--- src/hw/rtl/positional_array_list_engine_macros.svh ---
// Assertion helpers shared by the list engine RTL.
`ifndef POSITIONAL_ARRAY_LIST_ENGINE_MACROS_SVH
`define POSITIONAL_ARRAY_LIST_ENGINE_MACROS_SVH

// Same-cycle implication, disabled in reset.
`define PAL_ASSERT_IMP(name, clk, rst, ante, cons) \
   name: assert property (@(posedge clk) disable iff (rst) (ante) |-> (cons)) \
      else $error("list engine assertion failed");

// Next-cycle implication, disabled in reset.
`define PAL_ASSERT_NXT(name, clk, rst, ante, cons) \
   name: assert property (@(posedge clk) disable iff (rst) (ante) |=> (cons)) \
      else $error("list engine assertion failed");

`endif

--- src/hw/rtl/pal_pkg.sv ---
package pal_pkg;

   localparam int CAPACITY_DEF = 64;

   // Field widths
   localparam int OP_W      = 3;
   localparam int POS_W     = 7;
   localparam int DATA_W    = 32;
   localparam int STATUS_W  = 3;
   localparam int FIDX_W    = 6;
   localparam int CNT_OUT_W = 7;

   // Operation codes
   localparam logic [OP_W-1:0] OP_CLEAR  = 3'd0;
   localparam logic [OP_W-1:0] OP_INSERT = 3'd1;
   localparam logic [OP_W-1:0] OP_DELETE = 3'd2;
   localparam logic [OP_W-1:0] OP_SEARCH = 3'd3;
   localparam logic [OP_W-1:0] OP_DUMP   = 3'd4;

   // Status codes
   localparam logic [STATUS_W-1:0] STS_OK       = 3'd0;
   localparam logic [STATUS_W-1:0] STS_BADPOS   = 3'd1;
   localparam logic [STATUS_W-1:0] STS_FULL     = 3'd2;
   localparam logic [STATUS_W-1:0] STS_NOTFOUND = 3'd3;
   localparam logic [STATUS_W-1:0] STS_EMPTY    = 3'd4;

endpackage

--- src/hw/rtl/pal_ram.sv ---
module pal_ram import pal_pkg::*; #(
   parameter int DEPTH = CAPACITY_DEF,
   parameter int WIDTH = DATA_W,
   localparam int ADDR_W = $clog2(DEPTH)
) (
   input  logic              clock,
   input  logic              wr_en,
   input  logic [ADDR_W-1:0] wr_addr,
   input  logic [WIDTH-1:0]  wr_data,
   input  logic [ADDR_W-1:0] rd_addr,
   output logic [WIDTH-1:0]  rd_data
);

   logic [WIDTH-1:0] mem [DEPTH];
   logic [WIDTH-1:0] rd_data_ff;

   // one write port, one registered read port
   always_ff @(posedge clock) begin
      if (wr_en) begin
         mem[wr_addr] <= wr_data;
      end
      rd_data_ff <= mem[rd_addr];
   end

   assign rd_data = rd_data_ff;

endmodule

--- src/hw/rtl/positional_array_list_engine.sv ---
// Channel   | Direction | Handshake            | Payload
// ----------+-----------+----------------------+---------------------------------------------
// req_      | in        | req_valid/req_stall  | op, position, data_value, search_key
// rsp_      | out       | rsp_valid/rsp_stall  | status, found_index, entry_value,
//           |           |                      | entry_count, last
//
// One request at a time: req_stall is high from the cycle after acceptance until the last
// result is in the output register, which may still be waiting when the next one is taken.
// Insert shifts entries up, delete shifts them down, search scans from index 0 to the first
// hit and dump streams every entry; unused op codes are taken with no result. Synchronous
// reset empties the list, returns to idle and drops a waiting result; rsp_stall holds the
// output register, pausing a dump or a result.
`include "positional_array_list_engine_macros.svh"

module positional_array_list_engine import pal_pkg::*; #(
   parameter int CAPACITY = CAPACITY_DEF
) (
   input  logic                       clock,
   input  logic                       reset,
   // request channel
   input  logic                       req_valid,
   output logic                       req_stall,
   input  logic [OP_W-1:0]            req_op,
   input  logic [POS_W-1:0]           req_position,
   input  logic signed [DATA_W-1:0]   req_data_value,
   input  logic signed [DATA_W-1:0]   req_search_key,
   // result channel
   output logic                       rsp_valid,
   input  logic                       rsp_stall,
   output logic [STATUS_W-1:0]        rsp_status,
   output logic [FIDX_W-1:0]          rsp_found_index,
   output logic signed [DATA_W-1:0]   rsp_entry_value,
   output logic [CNT_OUT_W-1:0]       rsp_entry_count,
   output logic                       rsp_last
);

   localparam int IDX_W  = $clog2(CAPACITY);
   localparam int CNT_W  = $clog2(CAPACITY + 1);
   localparam int WIDE_W = (POS_W > CNT_W) ? POS_W : CNT_W;
   localparam logic [CNT_W-1:0] CAP_CNT = CNT_W'(CAPACITY);
   localparam logic [CNT_W-1:0] CNT_ONE = CNT_W'(1);

   typedef enum logic [2:0] {
      ST_IDLE,
      ST_SHUP,     // insert: move entries up, then write the new value
      ST_SHDN,     // delete: move entries down
      ST_SEARCH,
      ST_DUMP,
      ST_RESP      // single result waiting for the output register
   } state_type;

   state_type           state_ff, state_in;
   logic [CNT_W-1:0]    count_ff, count_in;
   logic [CNT_W-1:0]    ptr_ff, ptr_in;        // next RAM address to read
   logic [CNT_W-1:0]    pos_ff, pos_in;
   logic [DATA_W-1:0]   operand_ff, operand_in; // insert value or search key
   logic                pend_ff, pend_in;      // RAM read data valid this cycle
   logic [IDX_W-1:0]    pend_idx_ff, pend_idx_in;
   logic [STATUS_W-1:0] res_status_ff, res_status_in;
   logic [IDX_W-1:0]    res_idx_ff, res_idx_in;

   logic                      rsp_valid_ff, rsp_valid_in;
   logic [STATUS_W-1:0]       rsp_status_ff, rsp_status_in;
   logic [FIDX_W-1:0]         rsp_found_index_ff, rsp_found_index_in;
   logic signed [DATA_W-1:0]  rsp_entry_value_ff, rsp_entry_value_in;
   logic [CNT_OUT_W-1:0]      rsp_entry_count_ff, rsp_entry_count_in;
   logic                      rsp_last_ff, rsp_last_in;

   logic              accept;
   logic              out_free;
   logic [WIDE_W-1:0] pos_w, cnt_w;
   logic              dump_last;

   // RAM port
   logic              wr_en;
   logic [IDX_W-1:0]  wr_addr;
   logic [DATA_W-1:0] wr_data;
   logic [IDX_W-1:0]  rd_addr;
   logic [DATA_W-1:0] rd_data;

   pal_ram #(
      .DEPTH (CAPACITY),
      .WIDTH (DATA_W)
   ) u_ram (
      .clock   (clock),
      .wr_en   (wr_en),
      .wr_addr (wr_addr),
      .wr_data (wr_data),
      .rd_addr (rd_addr),
      .rd_data (rd_data)
   );

   assign req_stall = (state_ff != ST_IDLE);
   assign accept    = req_valid && !req_stall;
   assign out_free  = !rsp_valid_ff || !rsp_stall;
   assign pos_w     = WIDE_W'(req_position);
   assign cnt_w     = WIDE_W'(count_ff);
   assign dump_last = ((CNT_W'(pend_idx_ff) + CNT_ONE) == count_ff);

   always_comb begin
      state_in      = state_ff;
      count_in      = count_ff;
      ptr_in        = ptr_ff;
      pos_in        = pos_ff;
      operand_in    = operand_ff;
      pend_in       = pend_ff;
      pend_idx_in   = pend_idx_ff;
      res_status_in = res_status_ff;
      res_idx_in    = res_idx_ff;

      rsp_valid_in       = rsp_valid_ff && rsp_stall;
      rsp_status_in      = rsp_status_ff;
      rsp_found_index_in = rsp_found_index_ff;
      rsp_entry_value_in = rsp_entry_value_ff;
      rsp_entry_count_in = rsp_entry_count_ff;
      rsp_last_in        = rsp_last_ff;

      wr_en   = 1'b0;
      wr_addr = pend_idx_ff;
      wr_data = rd_data;
      rd_addr = ptr_ff[IDX_W-1:0];

      case (state_ff)
         ST_IDLE: begin
            if (accept) begin
               operand_in    = (req_op == OP_SEARCH) ? req_search_key : req_data_value;
               pos_in        = CNT_W'(req_position);
               pend_in       = 1'b0;
               res_idx_in    = '0;
               res_status_in = STS_OK;
               case (req_op)
                  OP_CLEAR: begin
                     count_in = '0;
                     state_in = ST_RESP;
                  end
                  OP_INSERT: begin
                     if (pos_w > cnt_w) begin
                        res_status_in = STS_BADPOS;
                        state_in      = ST_RESP;
                     end else if (count_ff == CAP_CNT) begin
                        res_status_in = STS_FULL;
                        state_in      = ST_RESP;
                     end else begin
                        ptr_in   = count_ff;
                        state_in = ST_SHUP;
                     end
                  end
                  OP_DELETE: begin
                     if (pos_w >= cnt_w) begin
                        res_status_in = STS_BADPOS;
                        state_in      = ST_RESP;
                     end else begin
                        ptr_in   = CNT_W'(req_position) + CNT_ONE;
                        state_in = ST_SHDN;
                     end
                  end
                  OP_SEARCH: begin
                     ptr_in   = '0;
                     state_in = ST_SEARCH;
                  end
                  OP_DUMP: begin
                     if (count_ff == '0) begin
                        res_status_in = STS_EMPTY;
                        state_in      = ST_RESP;
                     end else begin
                        ptr_in   = '0;
                        state_in = ST_DUMP;
                     end
                  end
                  default: begin
                     // undefined op: taken and dropped
                  end
               endcase
            end
         end

         ST_SHUP: begin
            // read i-1 now, write it to i in the next cycle
            if (pend_ff) begin
               wr_en   = 1'b1;
               wr_addr = pend_idx_ff;
               wr_data = rd_data;
            end
            if (ptr_ff > pos_ff) begin
               rd_addr     = IDX_W'(ptr_ff - CNT_ONE);
               pend_in     = 1'b1;
               pend_idx_in = ptr_ff[IDX_W-1:0];
               ptr_in      = ptr_ff - CNT_ONE;
            end else begin
               pend_in = 1'b0;
               if (!pend_ff) begin
                  wr_en    = 1'b1;
                  wr_addr  = pos_ff[IDX_W-1:0];
                  wr_data  = operand_ff;
                  count_in = count_ff + CNT_ONE;
                  state_in = ST_RESP;
               end
            end
         end

         ST_SHDN: begin
            // read i+1 now, write it to i in the next cycle
            if (pend_ff) begin
               wr_en   = 1'b1;
               wr_addr = pend_idx_ff;
               wr_data = rd_data;
            end
            if (ptr_ff < count_ff) begin
               rd_addr     = ptr_ff[IDX_W-1:0];
               pend_in     = 1'b1;
               pend_idx_in = IDX_W'(ptr_ff - CNT_ONE);
               ptr_in      = ptr_ff + CNT_ONE;
            end else begin
               pend_in = 1'b0;
               if (!pend_ff) begin
                  count_in = count_ff - CNT_ONE;
                  state_in = ST_RESP;
               end
            end
         end

         ST_SEARCH: begin
            if (pend_ff && (rd_data == operand_ff)) begin
               pend_in    = 1'b0;
               res_idx_in = pend_idx_ff;
               state_in   = ST_RESP;
            end else if (ptr_ff < count_ff) begin
               pend_in     = 1'b1;
               pend_idx_in = ptr_ff[IDX_W-1:0];
               ptr_in      = ptr_ff + CNT_ONE;
            end else begin
               pend_in = 1'b0;
               if (!pend_ff) begin
                  res_status_in = STS_NOTFOUND;
                  state_in      = ST_RESP;
               end
            end
         end

         ST_DUMP: begin
            if (pend_ff) begin
               // hold the read address so the data stays while stalled
               rd_addr = pend_idx_ff;
               if (out_free) begin
                  rsp_valid_in       = 1'b1;
                  rsp_status_in      = STS_OK;
                  rsp_found_index_in = FIDX_W'(pend_idx_ff);
                  rsp_entry_value_in = rd_data;
                  rsp_entry_count_in = CNT_OUT_W'(count_ff);
                  rsp_last_in        = dump_last;
                  pend_in            = 1'b0;
                  if (dump_last) begin
                     state_in = ST_IDLE;
                  end else if (ptr_ff < count_ff) begin
                     rd_addr     = ptr_ff[IDX_W-1:0];
                     pend_in     = 1'b1;
                     pend_idx_in = ptr_ff[IDX_W-1:0];
                     ptr_in      = ptr_ff + CNT_ONE;
                  end
               end
            end else if (ptr_ff < count_ff) begin
               pend_in     = 1'b1;
               pend_idx_in = ptr_ff[IDX_W-1:0];
               ptr_in      = ptr_ff + CNT_ONE;
            end
         end

         ST_RESP: begin
            if (out_free) begin
               rsp_valid_in       = 1'b1;
               rsp_status_in      = res_status_ff;
               rsp_found_index_in = FIDX_W'(res_idx_ff);
               rsp_entry_value_in = '0;
               rsp_entry_count_in = CNT_OUT_W'(count_ff);
               rsp_last_in        = 1'b1;
               state_in           = ST_IDLE;
            end
         end

         default: begin
            state_in = ST_IDLE;
         end
      endcase
   end

   always_ff @(posedge clock) begin
      if (reset) begin
         state_ff     <= ST_IDLE;
         count_ff     <= '0;
         pend_ff      <= 1'b0;
         rsp_valid_ff <= 1'b0;
      end else begin
         state_ff     <= state_in;
         count_ff     <= count_in;
         pend_ff      <= pend_in;
         rsp_valid_ff <= rsp_valid_in;
      end
      ptr_ff             <= ptr_in;
      pos_ff             <= pos_in;
      operand_ff         <= operand_in;
      pend_idx_ff        <= pend_idx_in;
      res_status_ff      <= res_status_in;
      res_idx_ff         <= res_idx_in;
      rsp_status_ff      <= rsp_status_in;
      rsp_found_index_ff <= rsp_found_index_in;
      rsp_entry_value_ff <= rsp_entry_value_in;
      rsp_entry_count_ff <= rsp_entry_count_in;
      rsp_last_ff        <= rsp_last_in;
   end

   assign rsp_valid       = rsp_valid_ff;
   assign rsp_status      = rsp_status_ff;
   assign rsp_found_index = rsp_found_index_ff;
   assign rsp_entry_value = rsp_entry_value_ff;
   assign rsp_entry_count = rsp_entry_count_ff;
   assign rsp_last        = rsp_last_ff;

   // list never grows past its capacity
   `PAL_ASSERT_IMP(a_count_cap, clock, reset, 1'b1, count_ff <= CAP_CNT)
   // shifts and the new value only land inside the occupied region or the slot just past its end
   `PAL_ASSERT_IMP(a_write_in_list, clock, reset, wr_en, CNT_W'(wr_addr) <= count_ff)
   // a result that is not the last one only comes out of a running dump
   `PAL_ASSERT_IMP(a_mid_dump, clock, reset, rsp_valid && !rsp_last, state_ff == ST_DUMP)
   // a dump of a non-empty list starts streaming
   `PAL_ASSERT_NXT(a_dump_start, clock, reset,
      accept && (req_op == OP_DUMP) && (count_ff != '0), state_ff == ST_DUMP)

endmodule

--- config.mk ---
export PLATFORM = sky130hd
export DESIGN_NAME = positional_array_list_engine
export DESIGN_NICKNAME = d
export VERILOG_FILES = /design/src/hw/rtl/pal_pkg.sv /design/src/hw/rtl/pal_ram.sv /design/src/hw/rtl/positional_array_list_engine.sv
export VERILOG_INCLUDE_DIRS = /design/src /design/src/hw/rtl
export SDC_FILE = /design/constraint.sdc
export NUM_CORES = 2
export LEC_CHECK = 0
export BUFFER_PORTS_ARGS = -buffer_cell sky130_fd_sc_hd__buf_2
export CORE_AREA = 5 5 533 535
export DETAILED_ROUTE_END_ITERATION = 8
export DIE_AREA = 0 0 538 540
export REMOVE_ABC_BUFFERS = 1
export SLEW_MARGIN = 10
export SYNTH_ARGS = -nofsm -noshare
export SYNTH_HDL_FRONTEND = slang
export SYNTH_SLANG_ARGS = --single-unit
--- constraint.sdc ---
create_clock -name clock -period 12.3 [get_ports clock]
set_input_delay 0.615 -clock clock [delete_from_list [all_inputs] [get_ports clock]]
set_output_delay 0.615 -clock clock [all_outputs]
set_load 0.05 [all_outputs]
### After elaboration in Yosys (flattened, before gate mapping)

Memories as Yosys holds them, arrays and structs flattened. A register that Yosys moved wholly into a read port is not among the register bits.
Index checks and enable logic that the tools add are counted.

* flip-flop bits (word level): 122
* RAM bits: 2048
* output and inout port bits: 51
* memories: 1

* $add $sub $neg: 6
* magnitude comparators: 4
* equal/unequal tests: 36
* multiplexer cells: 101
* reduce and logical (&&, ||, !) cells: 26

Memories
* u_ram.mem: words 64, width 32, read ports 1, clocked after Yosys merged registers in 1, wr ports 1, line pal_ram.sv:14 `logic [WIDTH-1:0] mem [DEPTH];`

Operator list (number)
* $mux 32: 7
* $mux 7: 19
* $mux 6: 17
* $pmux 32 s2: 1
* $mux 3: 19
* $pmux 6 s2: 3
* $pmux 7 s5: 1
* $eq 32x32->1: 1
* $ne 2x2->1 const B: 15
* $pmux 7 s4: 1
* $pmux 6 s4: 1
* $add 7x1->7 const B: 3
* $pmux 7 s3: 1
* $mux 1: 19
* $ne 3x3->1 const B: 6
* $pmux 3 s6: 1
* $pmux 3 s5: 1
* $gt 7x7->1: 2
* $pmux 7 s2: 1
* $reduce_and 7->1: 2
* $sub 7x1->7 const B: 2
* $eq 3x2->1 const B: 4
* $pmux 3 s2: 2
* $reduce_and 11->1: 1
* other kinds (27): 43

### Logic depth before layout (Yosys ltp)

* word-level depth: 6
* gate-level depth with buffers: 19
* gate-level depth less buffers: 13

### Modules after synthesis

A second synthesis with hierarchy kept.

* cells, all modules: 4212
* area, all modules: 86680.6 um^2

Modules (own cells, without submodules)
* pal_ram: instances 1, cells an instance 3511, area each 79039.6 um^2, seq. area each 62139.6 um^2
* positional_array_list_engine: instances 1, cells an instance 701, area each 7641.1 um^2, seq. area each 3543.4 um^2

### Worst setup path after synthesis

No wires, ideal clock.

* path type: reg2reg
* from: reg pos_ff[5]
* to: mem u_ram.mem[18][0] (netlist name), enable pin
* library setup time: 0.421 ns
* arrival time: 4.290 ns
* data required time: 11.879 ns
* path slack: 7.589 ns
* cell stages (with the launch flop): 13
* clock period less this slack: 4.711 ns
* cells stage by stage: edfxtp_1 > inv_1 > ha_1 > a21o_1 > a21oi_2 > a31oi_4 > nor3_1 > clkbuf_1 > a31oi_1 > or2_2 > or3_1 > clkbuf_1 > nor2_1

* cells in the longest elaborated chain, start to end: 5
* elaborated cells between the ends (all ways): 8

Ends and longest elaborated chain
* start: declaration: line positional_array_list_engine.sv:55 `logic [CNT_W-1:0] pos_ff, pos_in;`
* start signal: assignment: line positional_array_list_engine.sv:299 `pos_ff <= pos_in;`
* $gt 7x7->1: line positional_array_list_engine.sv:184 `if (ptr_ff > pos_ff) begin`
* $mux 1: line positional_array_list_engine.sv:184
* $pmux 1 s2: line positional_array_list_engine.sv:123 `case (state_ff)`
* $mux 1: line pal_ram.sv:19 `if (wr_en) begin`
* $mux 1 (not written as such): line pal_ram.sv:20 `mem[wr_addr] <= wr_data;`
* end: declaration: line pal_ram.sv:14

Parallel ways exist; a longest one is shown, timed or not.

### Final worst setup path

* from: reg ptr_ff[0]
* to: reg u_ram.rd_data_ff[16] (netlist: u_ram.rd_data[16]) (read register of u_ram.mem)

* cells in the longest elaborated chain, start to end: 6
* elaborated cells between the ends (all ways): 9

Ends and longest elaborated chain
* start: declaration: line positional_array_list_engine.sv:54 `logic [CNT_W-1:0] ptr_ff, ptr_in;`
* start signal: assignment: line positional_array_list_engine.sv:298 `ptr_ff <= ptr_in;`
* $lt 7x7->1: line positional_array_list_engine.sv:254 `end else if (ptr_ff < count_ff) begin`
* $mux 6 (2 in a row)
* $mux 6: line positional_array_list_engine.sv:244 `if (out_free) begin`
* $mux 6: line positional_array_list_engine.sv:241 `if (pend_ff) begin`
* $pmux 6 s2 (*): line positional_array_list_engine.sv:123
* end: declaration: line pal_ram.sv:15 `logic [WIDTH-1:0] rd_data_ff;`

Mark *: on every way between the ends. The rest lies on a longest branch, timed or not.
A chain may end at the register's enable or synchronous reset.

==> impl_summary.log <==
[metrics] part of the cycle the worst path needs: 51.9%
[metrics] Peak supply drop: 0.338 mV
[metrics] Power per Cell Area: 288 nW/um^2
[metrics] DRC violation count after routing: 0
[metrics] Hold Slack: 0.0592 ns
[metrics] Rel. slew slack: 15.5%
[metrics] Setup WS post-layout: 5.92 ns
[metrics] routing usage on met2: 25.8%
[metrics] synthesized area divided by synthesized cell count: 15.1 sq um
[metrics] Clock H-tree levels: 4
[metrics] Cells on Worst Hold Path: 2
[metrics] Sum Neg Setup Slack: 0 ns
[metrics] R2R Setup Slk: 5.92 ns
[metrics] RR Startpoint: ptr_ff[0]$_DFFE_PP_
[metrics] fraction of final layout cells with drive strength greater than 1: 13.3%
[metrics] run status: finished clean
[metrics] worst setup slack before clock tree synthesis: 5.86 ns
[metrics] Worst Path Required: 12.99 ns
[metrics] number of enable flip-flop cells after synthesis: 2158
[metrics] unrepaired setup endpoints after global routing: no
[metrics] number of global-route vias before repair: 49972
[metrics] Crit path arrival time: 7.07 ns
[metrics] layout overhead on the synthesized area: 13.7%
[metrics] horizontal extent of the die: 538 um
[metrics] minimum clock period after layout: 6.38 ns
[metrics] clock latency on the worst-skew pair: 0.87 ns
[metrics] transition at the pin with the smallest max-transition slack: 1.27 ns
[metrics] min-delay worst type: input pin to flop
[metrics] total via count after detailed routing: 52340
[metrics] Layout Nets: 6087
[metrics] vias per cell: 5.30
[metrics] top-level I/O count: 129
[metrics] reg-to-reg endpoint: u_ram.rd_data[16]$_DFF_P_
[metrics] Most Used Layer, Global Route: met2
[metrics] root buffer cell: sky130_fd_sc_hd__clkbuf_16
[metrics] count of final setup violators: 0
[metrics] Async S/R FF share, synth: 0%
[metrics] first-pass GRT wire length: 356 mm
[metrics] met1 Usage GRT: 23.5%
[metrics] maxcap violations: 0
[metrics] count of input and output buffers: 128
[metrics] number of DRC violations after detailed-routing iteration 0: 6461
[metrics] Peak Freq: 157 MHz
[metrics] pin count of the biggest net entering global routing: 156
[metrics] height of the die: 540 um
[metrics] CTS tree: yes
[metrics] final RePlAce weighted congestion: 0.859
[metrics] min-delay src: req_search_key[14]
[metrics] warnings from Yosys: 0
[metrics] Synth Flop Type: sky130_fd_sc_hd__edfxtp_1
[metrics] clk buf depth: 4
[metrics] aggregate routed wire length: 249 mm
[metrics] hpwl dp: 133 mm
[metrics] Die Footprint: 291000 sq um
[metrics] total core area: 278000 sq um
[metrics] drt first pass iters: 7
[metrics] number of rows in the core area: 194
[metrics] clock skew after layout: 0.0954 ns
[metrics] Reg2Reg Depth: 15
[metrics] part of the Yosys area used for sequential elements: 74.2%
[metrics] worst min-delay path endpoint: operand_ff[14]$_DFFE_PP_
[metrics] Global Route Usage Sum: 16.5%
[metrics] count of cell types in the netlist: 87
[metrics] Hold Fails Final Rpt: 0
[metrics] antenna viol nets, final: 0
[metrics] Clock Sink Count: 2202
[metrics] number of CTS-inserted buffers: 214
[metrics] final max-slew violation count: 0
[metrics] synthesized netlist cell count: 5872
[metrics] Worst Path Class, Setup: flop to flop
[metrics] clock-pin slew on the worst setup and hold paths: 0.06 ns
[metrics] # fillers: 26084
[metrics] flops & latches, synth: 2202
[metrics] remaining global-route overflow: 0
[metrics] P_leak: 33.1 nW
[metrics] drt wl/cell: 25.2 um
[metrics] count of cells resized by post-cts repair: 0
[metrics] post-synthesis instance area: 88500 sq um
[metrics] effective utilization at floorplan: 31.8%
[metrics] number of antenna violations at the first check in global routing: 6
[metrics] Setup crit start kind: flop
[metrics] fraction of met3 tracks used by global routing: 3.11%
[metrics] Worst setup EP type: flop
[metrics] crit-path max FO: 154
## area by class of cell
cell class              count  area (sq um)  area share [%]
clock inverters           101          1020            1.01
repair buffers            266          1840            1.83
diodes                      1          2.50         0.00248
inverters                  29           110           0.109
multi-input cells        3266         21500            21.4
flip-flops and latches   2202         65700            65.2
clock buffers             287          5850            5.81
well taps                3724          4660            4.63
## critical path, cell delays in order (launching register included)
cell	delay [ns]
sky130_fd_sc_hd__edfxtp_1	0.67
sky130_fd_sc_hd__inv_1	0.23
sky130_fd_sc_hd__ha_1	0.33
sky130_fd_sc_hd__nand4_1	0.10
sky130_fd_sc_hd__nor2_1	0.22
sky130_fd_sc_hd__a31o_2	0.28
sky130_fd_sc_hd__nor2_1	0.14
sky130_fd_sc_hd__a211oi_2	0.45
sky130_fd_sc_hd__and3_4	0.75
sky130_fd_sc_hd__buf_12	0.64
sky130_fd_sc_hd__buf_4	0.78
sky130_fd_sc_hd__mux2i_1	0.26
sky130_fd_sc_hd__a22oi_1	0.10
sky130_fd_sc_hd__a32o_1	0.29
sky130_fd_sc_hd__nor3_1	0.56
sky130_fd_sc_hd__a31oi_1	0.18
## timing repair
| action | in CTS | in global routing |
|---|---|---|
| hold endpoints to repair | 8 | 0 |
| buffers inserted | 0 | 0 |
| hold buffers | 13 | 0 |
## routing by layer
layer | share of wire (%) | up-vias
met2 | 46 | 2364
met5 | 0.0012 | -
met4 | 2.8 | 2
met3 | 8.7 | 359
li1 | - | 22686
met1 | 43 | 26929
## where the power goes
group	internal (mW)	total, mW	leakage [nW]	switching, mW
logic	3.64	12.2	9.97	8.56
registers	10.0	10.3	19.8	0.330
clock network	3.73	6.50	3.35	2.77
total	17.4	29.0	33.1	11.7
## metrics by stage
stage               power [mW]  instances  instance area [sq um]  utilization, %
floorplan                 18.5       5497                  86700               -
global placement          22.4       9472                  93600            33.6
detailed placement        22.6       9472                  93600            33.6
CTS                       29.1       9873                 101000            36.1
global route              30.3       9876                 101000            36.2
finish                    29.0       9876                 101000            36.2
## cell families (layout without fill, tap and decap cells)
| logic type | after synthesis | after routing | synth area share, % |
|---|---|---|---|
| muxes | 579 | 579 | 7.64 |
| buffers and inverters | 404 | 683 | 2.24 |
| other | 0 | 1 | 0 |
| AOI/OAI and AO/OA | 891 | 891 | 6.49 |
| DFF | 2202 | 2202 | 74.2 |
| adders and majority gates | 30 | 30 | 0.432 |
| and+or+nand+nor | 1713 | 1713 | 8.49 |
| xor gates and xnor gates | 53 | 53 | 0.524 |
## worst max-delay path by stage
stage	start	endpoint	slack, ns	cells after the start
3_5_place_dp	ptr_ff[0]$_DFFE_PP_	u_ram.rd_data[16]$_DFF_P_	5.86	15
4_1_cts	ptr_ff[0]$_DFFE_PP_	u_ram.rd_data[16]$_DFF_P_	5.88	15
2_1_floorplan	ptr_ff[5]$_DFFE_PP_	u_ram.rd_data[0]$_DFF_P_	-15.54	11
5_1_grt	ptr_ff[0]$_DFFE_PP_	u_ram.rd_data[8]$_DFF_P_	5.60	14
6_report	ptr_ff[0]$_DFFE_PP_	u_ram.rd_data[16]$_DFF_P_	5.92	15
3_3_place_gp	ptr_ff[0]$_DFFE_PP_	u_ram.rd_data[22]$_DFF_P_	6.03	14
## flip-flops by register name (all words and copies together), names as in the netlist, 7 cells and up
| signal | flops |
|---|---|
| cnt_w | 7 |
| u_ram.mem | 2048 |
| u_ram.rd_data | 32 |
| rsp_entry_count | 7 |
| rsp_entry_value | 32 |
| pos_ff | 7 |
| ptr_ff | 7 |
| operand_ff | 32 |
## Yosys cell counts, drive strengths merged, types with 4 or more instances
cell type | count | area (sq um)
a2111oi | 4 | 41.3
a211oi | 7 | 67.6
a21o | 6 | 45.0
a21oi | 283 | 1430
a221oi | 7 | 73.8
a22oi | 73 | 553
a31oi | 47 | 315
a32o | 61 | 611
a41oi | 31 | 272
and2 | 41 | 257
and3 | 17 | 106
buf | 197 | 1200
clkbuf | 178 | 679
dfxtp | 44 | 881
edfxtp | 2158 | 64800
ha | 29 | 363
inv | 29 | 109
mux2 | 75 | 845
mux2i | 434 | 4340
mux4 | 70 | 1580
nand2 | 805 | 3020
nand2b | 14 | 87.6
nand3 | 312 | 1560
nand4 | 19 | 119
nand4b | 32 | 280
nor2 | 355 | 1340
nor2b | 7 | 43.8
nor3 | 50 | 250
nor3b | 4 | 30.0
nor4 | 8 | 65.1
o211ai | 8 | 70.1
o21a | 4 | 30.0
o21ai | 153 | 766
o221ai | 4 | 35.0
o22ai | 134 | 838
o31ai | 35 | 277
or2 | 8 | 50.1
or3 | 6 | 37.5
or4 | 30 | 225
xnor2 | 45 | 394
xor2 | 8 | 70.1
## cells in the final DEF, fill, tap and decap left out, types with 30 or more instances in the layout
| cell | synthesis | routed |
|---|---|---|
| sky130_fd_sc_hd__o21ai_1 | 72 | 72 |
| sky130_fd_sc_hd__o31ai_1 | 34 | 34 |
| sky130_fd_sc_hd__o22ai_1 | 134 | 134 |
| sky130_fd_sc_hd__mux4_2 | 70 | 70 |
| sky130_fd_sc_hd__nor2_4 | 1 | 71 |
| sky130_fd_sc_hd__dfxtp_1 | 44 | 44 |
| sky130_fd_sc_hd__o21ai_0 | 81 | 81 |
| sky130_fd_sc_hd__clkinv_1 | 0 | 36 |
| sky130_fd_sc_hd__clkinv_2 | 0 | 31 |
| sky130_fd_sc_hd__clkbuf_16 | 0 | 214 |
| sky130_fd_sc_hd__a32o_1 | 61 | 61 |
| sky130_fd_sc_hd__and2_1 | 41 | 41 |
| sky130_fd_sc_hd__a31oi_1 | 45 | 45 |
| sky130_fd_sc_hd__nor2_1 | 354 | 280 |
| sky130_fd_sc_hd__mux2i_1 | 434 | 434 |
| sky130_fd_sc_hd__clkbuf_1 | 175 | 51 |
| sky130_fd_sc_hd__a21oi_1 | 280 | 280 |
| sky130_fd_sc_hd__nand2_1 | 805 | 803 |
| sky130_fd_sc_hd__nor3_1 | 50 | 47 |
| sky130_fd_sc_hd__buf_2 | 121 | 128 |
| sky130_fd_sc_hd__mux2_2 | 75 | 66 |
| sky130_fd_sc_hd__buf_4 | 25 | 115 |
| sky130_fd_sc_hd__xnor2_1 | 45 | 45 |
| sky130_fd_sc_hd__edfxtp_1 | 2158 | 2158 |
| sky130_fd_sc_hd__a22oi_1 | 72 | 72 |
| sky130_fd_sc_hd__nand3_1 | 312 | 310 |
| sky130_fd_sc_hd__a41oi_1 | 31 | 31 |
| sky130_fd_sc_hd__nand4b_1 | 32 | 32 |
| sky130_fd_sc_hd__or4_1 | 30 | 30 |
Power figures use the tool's default switching activity.
